<file path="src/rtl/core/shash_pkg.sv">
// Package: shared types, constants and mixing helpers for the stream hash.
`timescale 1ns / 1ps
package shash_pkg;

  localparam int DefLengthBits = 32;
  localparam int QueueDepth = 4;

  typedef struct packed {
    logic [63:0] data_word;
    logic        first_word;
    logic        last_word;
    logic [31:0] message_length;
  } shash_item_t;

  function automatic logic [63:0] rotl64(input logic [63:0] x, input int r);
    rotl64 = (x << r) | (x >> (64 - r));
  endfunction

  function automatic logic [63:0] bswap64(input logic [63:0] x);
    logic [63:0] y;
    for (int i = 0; i < 8; i++) y[8*i +: 8] = x[8*(7-i) +: 8];
    bswap64 = y;
  endfunction

endpackage

</file>
<file path="src/rtl/core/shash_ram.sv">
// Generic single-port-write RAM with registered read.
`timescale 1ns / 1ps
module shash_ram #(
  parameter int WIDTH = 8,
  parameter int DEPTH = 4
) (
  input  logic                     clk,
  input  logic                     we,
  input  logic [$clog2(DEPTH)-1:0] waddr,
  input  logic [WIDTH-1:0]         wdata,
  input  logic [$clog2(DEPTH)-1:0] raddr,
  output logic [WIDTH-1:0]         rdata
);
  logic [WIDTH-1:0] mem [DEPTH];
  always_ff @(posedge clk) begin
    if (we) mem[waddr] <= wdata;
    rdata <= mem[raddr];
  end
endmodule

</file>
<file path="src/rtl/core/shash_front.sv">
// Front end: input word queue feeding the mixing engine.
`timescale 1ns / 1ps
module shash_front import shash_pkg::*; (
  input  logic        clk,
  input  logic        rst,
  input  logic        in_valid,
  output logic        in_ready,
  input  shash_item_t in_item,
  output logic        q_valid,
  input  logic        q_take,
  output shash_item_t q_item
);
  localparam int AW = $clog2(QueueDepth);
  logic [AW-1:0] wr_ptr, rd_ptr, rd_sel;
  logic [AW:0]   count;
  logic          primed;
  logic          push, pop;
  shash_item_t   rdata;

  assign in_ready = (count != QueueDepth[AW:0]);
  assign push = in_valid && in_ready;
  assign pop = q_take && q_valid;
  assign rd_sel = pop ? rd_ptr + 1'b1 : rd_ptr;
  assign q_item = rdata;

  shash_ram #(.WIDTH($bits(shash_item_t)), .DEPTH(QueueDepth)) u_ram (
    .clk(clk), .we(push), .waddr(wr_ptr), .wdata(in_item),
    .raddr(rd_sel), .rdata(rdata)
  );

  // Read data is registered; primed means rdata holds entry rd_ptr.
  always_ff @(posedge clk) begin
    if (rst) begin
      wr_ptr <= '0;
      rd_ptr <= '0;
      count <= '0;
      primed <= 1'b0;
    end else begin
      if (push) wr_ptr <= wr_ptr + 1'b1;
      if (pop) rd_ptr <= rd_ptr + 1'b1;
      count <= count + {{AW{1'b0}}, push} - {{AW{1'b0}}, pop};
      primed <= !pop && !(push && wr_ptr == rd_ptr && count == '0);
    end
  end
  assign q_valid = primed && count != '0;

`ifndef SYNTHESIS
  a_no_over: assert property (@(posedge clk) disable iff (rst)
    count <= QueueDepth[AW:0]) else $error("queue overflow");
  a_pop_nonempty: assert property (@(posedge clk) disable iff (rst)
    pop |-> count != '0) else $error("pop from empty queue");
  a_full_stall: assert property (@(posedge clk) disable iff (rst)
    count == QueueDepth[AW:0] |-> !in_ready) else $error("ready while full");
`endif
endmodule

</file>
<file path="config.mk">
export PLATFORM = sky130hd
export DESIGN_NAME = shash_front
export DESIGN_NICKNAME = d
export VERILOG_FILES = /design/src/rtl/core/shash_pkg.sv /design/src/rtl/core/shash_ram.sv /design/src/rtl/core/shash_front.sv
export SDC_FILE = /design/constraint.sdc
export NUM_CORES = 1
export LEC_CHECK = 0
export BUFFER_PORTS_ARGS = -buffer_cell sky130_fd_sc_hd__buf_4
export CAP_MARGIN = 25
export CORE_ASPECT_RATIO = 1.4
export CORE_MARGIN = 1.5
export CORE_UTILIZATION = 45
export DETAILED_ROUTE_END_ITERATION = 10
export PLACE_DENSITY_LB_ADDON = 0.3
export SETUP_SLACK_MARGIN = 0.15
export SLEW_MARGIN = 5
export SYNTH_ARGS = -nofsm -noshare
export SYNTH_HDL_FRONTEND = slang
export SYNTH_SLANG_ARGS = --single-unit
</file>
<file path="constraint.sdc">
create_clock -name clk -period 4.35 [get_ports clk]
set_input_delay 1.0875 -clock clk [delete_from_list [all_inputs] [get_ports clk]]
set_output_delay 1.0875 -clock clk [all_outputs]
set_load 0.03 [all_outputs]
</file>
Word level (Yosys, flattened, before mapping) --
Memory sizes are Yosys's and may differ from the RTL's. A register that Yosys moved wholly into a read port is not among the register bits. Cells that the tools add are included.
Cells by class: reduce and logical (&&, ||, !) cells 10, equal/unequal tests 2, mux-type cells 3, add/sub/neg operators 4
Operators with widths (number):
- $logic_and A1 B1 Y1 | 6
- $add A2 B1 Y2 const B | 2
- $add A3 B1 Y3 | 1
- $logic_not A3 Y1 | 1
- $ne A3 B3 Y1 const B | 1
- $reduce_bool A3 Y1 | 1
- $sub A3 B1 Y3 | 1
- $eq A2 B2 Y1 | 1
- $logic_not A1 Y1 | 2
- $mux W1 | 2
- $mux W2 | 1
Word-level totals: memories 1, memory bits (writable) 392, bits of input ports 102, word-level logic and storage cells 24, bits in registers 8, output and inout bits 100
Memory list:
- u_ram.mem | words 4, bits a word 98, rd ports 1, clocked after memory_dff 1, wr ports 1, line shash_ram.sv:14 | logic [WIDTH-1:0] mem [DEPTH];

Logic depth before layout (Yosys ltp) --
depth in word-level cells 6, depth in mapped cells 12, gate-level depth less buffers 10

Hierarchy --
Synthesis repeated with hierarchy kept, for this count alone.
Second synthesis, totals: cell total of the unflattened synthesis 659, area, all modules 16538.4 µm²
Modules (own cells, without submodules):
- shash_ram | instances 1, sequential area each 13733.2 µm², area each 16111.7 µm², cells an instance 614
- shash_front | instances 1, sequential area each 160.2 µm², area each 426.7 µm², cells an instance 45

Least setup slack after synthesis --
No wires, ideal clock.
kind input port to flip-flop, from input in_valid, to memory u_ram.mem[0][0] (netlist name), enable pin, setup time 0.468 ns, cell stages on the path 2, slack 0.200 ns, data arrival time 3.681 ns, data required time 3.882 ns, buffers on the path 1, path through buf_1 -> and3_1
Between the ends: word-level cells in the longest chain between the ends 3
RTL lines:
- start: declaration | line shash_front.sv:6 | input logic in_valid,
- $logic_and A1 B1 Y1 | line shash_front.sv:21 | assign push = in_valid && in_ready;
- $mux W1 | line shash_ram.sv:16 | if (we) mem[waddr] <= wdata;
- $mux W1 (not written as such) | line shash_ram.sv:16
- end: declaration | line shash_ram.sv:14
No other way between the ends.

Worst setup path after layout --
from register count[2], to output in_ready
Between the ends: word-level cells in the longest chain between the ends 1
RTL lines:
- start: declaration | line shash_front.sv:15 | logic [AW:0] count;
- start signal: assignment | line shash_front.sv:41 | count <= count + {{AW{1'b0}}, push} - {{AW{1'b0}}, pop};
- $ne A3 B3 Y1 | line shash_front.sv:20 | assign in_ready = (count != QueueDepth[AW:0]);
- end: declaration | line shash_front.sv:7 | output logic in_ready,
No other way between the ends.

==> results.toml <==
[setup_path]
crit_slowest_cell = "or3b_1"
critical_path_required_ns = 3.26
cp-end-kind = "output port"
critical-path-max-stage-delay_ns = 0.53
crit_path_start_kind = "flip-flop"
path_max_fanout = 10
crit_chain = "or3b_1 > buf_4"
path_class = "flip-flop to output port"
reg2reg_from = "count[2]$_SDFF_PP0_"
crit_arrival_ns = 1.76
cp-startpoint = "count[2]$_SDFF_PP0_"

[sta]
rsz0062_at_grt = "no"
maxClockFrequency_mhz = 351
period_share = 0.655
setup_violations = 0
tightest_slew_ns = 0.772
relSlewSlack = 0.486
slew_viol_final = 0
layout_setup_ws_ns = 1.50
finalHoldViolations = 0
clock_skew_ns = 0.0164
tns_ns = 0
finalCriticalPeriod_ns = 2.85

[synth]
yosys.area.top_type_share = 0.587
syn_area_sq_um = 20100
ys_seq_area_frac = 0.693
synth_ff_type = "edfxtp_1"
syn_area_per_cell_sq_um = 22.5
synth_edf_count = 392
ys_ff_latch = 498
yosys-top-cells-count = "edfxtp_1 (392), mux4_2 (196), dfxtp_1 (106), mux2_2 (98), buf_2 (22)"
async_flop_share = 0
synth.distinct_cells = 28
synth_top_cell_by_area = "edfxtp_1"
syn_nets = 1002
synthTopCellsByArea = "edfxtp_1 (59%), mux4_2 (22%), dfxtp_1 (11%)"
yosysMostFrequentCell = "edfxtp_1"
netlist_instances = 893
yosysWarnings = 0

[routing]
wl_um = 38500
drt-initial-drc-count = 456
ant_nets = 0
wire_per_inst_um = 22.6
vias = 9612
vias_per_cell = 5.66
drtPass1Iterations = 5
drcViolationCount = 0

[worst_hold_path]
hp-start = "count[2]$_SDFF_PP0_"
hold_path.class = "flip-flop to flip-flop"

[die]
fp.dieH_um = 253
rows = 91
core_area_sq_um = 44100
fp.dieArea_sq_um = 45900
start_util = 0.455
io-pin-count = 202
die_w_um = 181

[clocking]
cts_setup_buffers = 0
clkTransAtPathRegs_ns = 0.06
root_buffer = "clkbuf_16"
clk_path_buf_depth = 3
cts_tree = "yes"
ctsHoldBuffers = 0
cts_max_level = 2
cts_buffers = 47
ctsResizeCount = 0
clkLatencyLatePin_ns = 0.56
cts_sinks = 498

[global_route]
antenna_found_initial = 3
grt_usage = 0.171
first_global_vias = 10433
grt_start_max_net_pins = 117
grt_pass1_wl_um = 59600
grt_overflow_total = 0

[power]
p_leak_nw = 7.90
power_density_nw_per_um2 = 574
peakVddDrop_v = 0.000474

[place]
gp_congestion = 0.697
dp_slack_ns = 1.53
portBuffers = 201
hpwl_um = 22900

[finish]
final_nets = 1208
drive_above_1_share = 0.519
area_growth_pct = 18.4
n_fill_cell = 3368

[run]
max-cap-violations = 0

[run_status]
status = "completed"
-- path summary, 6_finish.rpt --
kind	end	depth (start not counted)	slack, ns
setup / recovery	in_ready	2	1.50
hold / removal	count[2]$_SDFF_PP0_	2	0.59
setup reg to reg	count[2]$_SDFF_PP0_	10	1.86
hold reg to reg	count[2]$_SDFF_PP0_	2	0.59
-- metal layers --
metal  wire length (um)  up-vias  track usage
met3               1890       69       0.0377
met4               1010        2       0.0579
met1              15000     5127        0.202
met2              20600      223        0.309
li1                   -     4191            -
met5                 18        -            0
-- metrics by stage --
step / instances / hold WS, ns / power [mW] / cell area [sq um] / util
final: 1698 / 0.590 / 13.6 / 23800 / 0.539
after global routing: 1698 / 0.634 / 14.2 / 23800 / 0.539
after CTS: 1696 / 0.595 / 13.8 / 23800 / 0.539
after detailed placement: 1608 / 0.583 / 9.66 / 22200 / 0.503
after global placement: 1608 / 0.584 / 9.60 / 22200 / 0.503
after floorplan: 893 / 0.501 / 8.44 / 20100 / -
-- layout by cell type, fill, tap and decap left out, drive strengths merged, types with 3 or more instances in the layout --
| master | count |
|---|---|
| and3 | 4 |
| dfxtp | 106 |
| ha | 6 |
| clkinv | 20 |
| nor2 | 4 |
| inv | 9 |
| a21oi | 3 |
| mux2 | 98 |
| mux4 | 196 |
| edfxtp | 392 |
| buf | 215 |
| bufinv | 6 |
| clkbuf | 57 |
| xor2 | 3 |
-- critical path: cells and delay by family, from the launching register on --
| family | cells | cell delay (ns) |
|---|---|---|
| AND/OR/NAND/NOR | 1 | 0.53 |
| flip-flops | 1 | 0.44 |
| buffers and inverters | 1 | 0.24 |
-- where the power goes --
| group | total (mW) | internal (mW) | switching (mW) |
|---|---|---|---|
| registers | 6.27 | 5.91 | 0.362 |
| clock network | 4.13 | 2.41 | 1.72 |
| logic | 3.23 | 1.49 | 1.74 |
-- area by class of cell --
class	instances	area, sq um	share of cell area
well taps	558	698	0.0294
diodes	2	5.00	0.000211
clock buffers	57	1240	0.0524
repair buffers	215	1730	0.0727
multi-input cells	331	5840	0.246
clock inverters	31	327	0.0137
inverters	6	22.5	0.000948
flip-flops and latches	498	13900	0.585
-- flip-flops by register name (all words and copies together), names as in the netlist --
name and count:
u_ram.mem 392, wr_ptr 2, rd_ptr 2, count 3, u_ram.rdata 98, primed 1
-- kinds of logic (layout without fill, tap and decap cells) --
family,count (synthesis),count (layout),synth area share
xor+xnor,4,4,0.00175
flops,498,498,0.693
simple gates,18,18,0.00486
other cells,0,2,0
buf+inv,64,309,0.0184
fa+ha+maj,7,7,0.00474
mux,294,294,0.275
compound gates,8,8,0.00262
(Power assumes the default switching activity.)
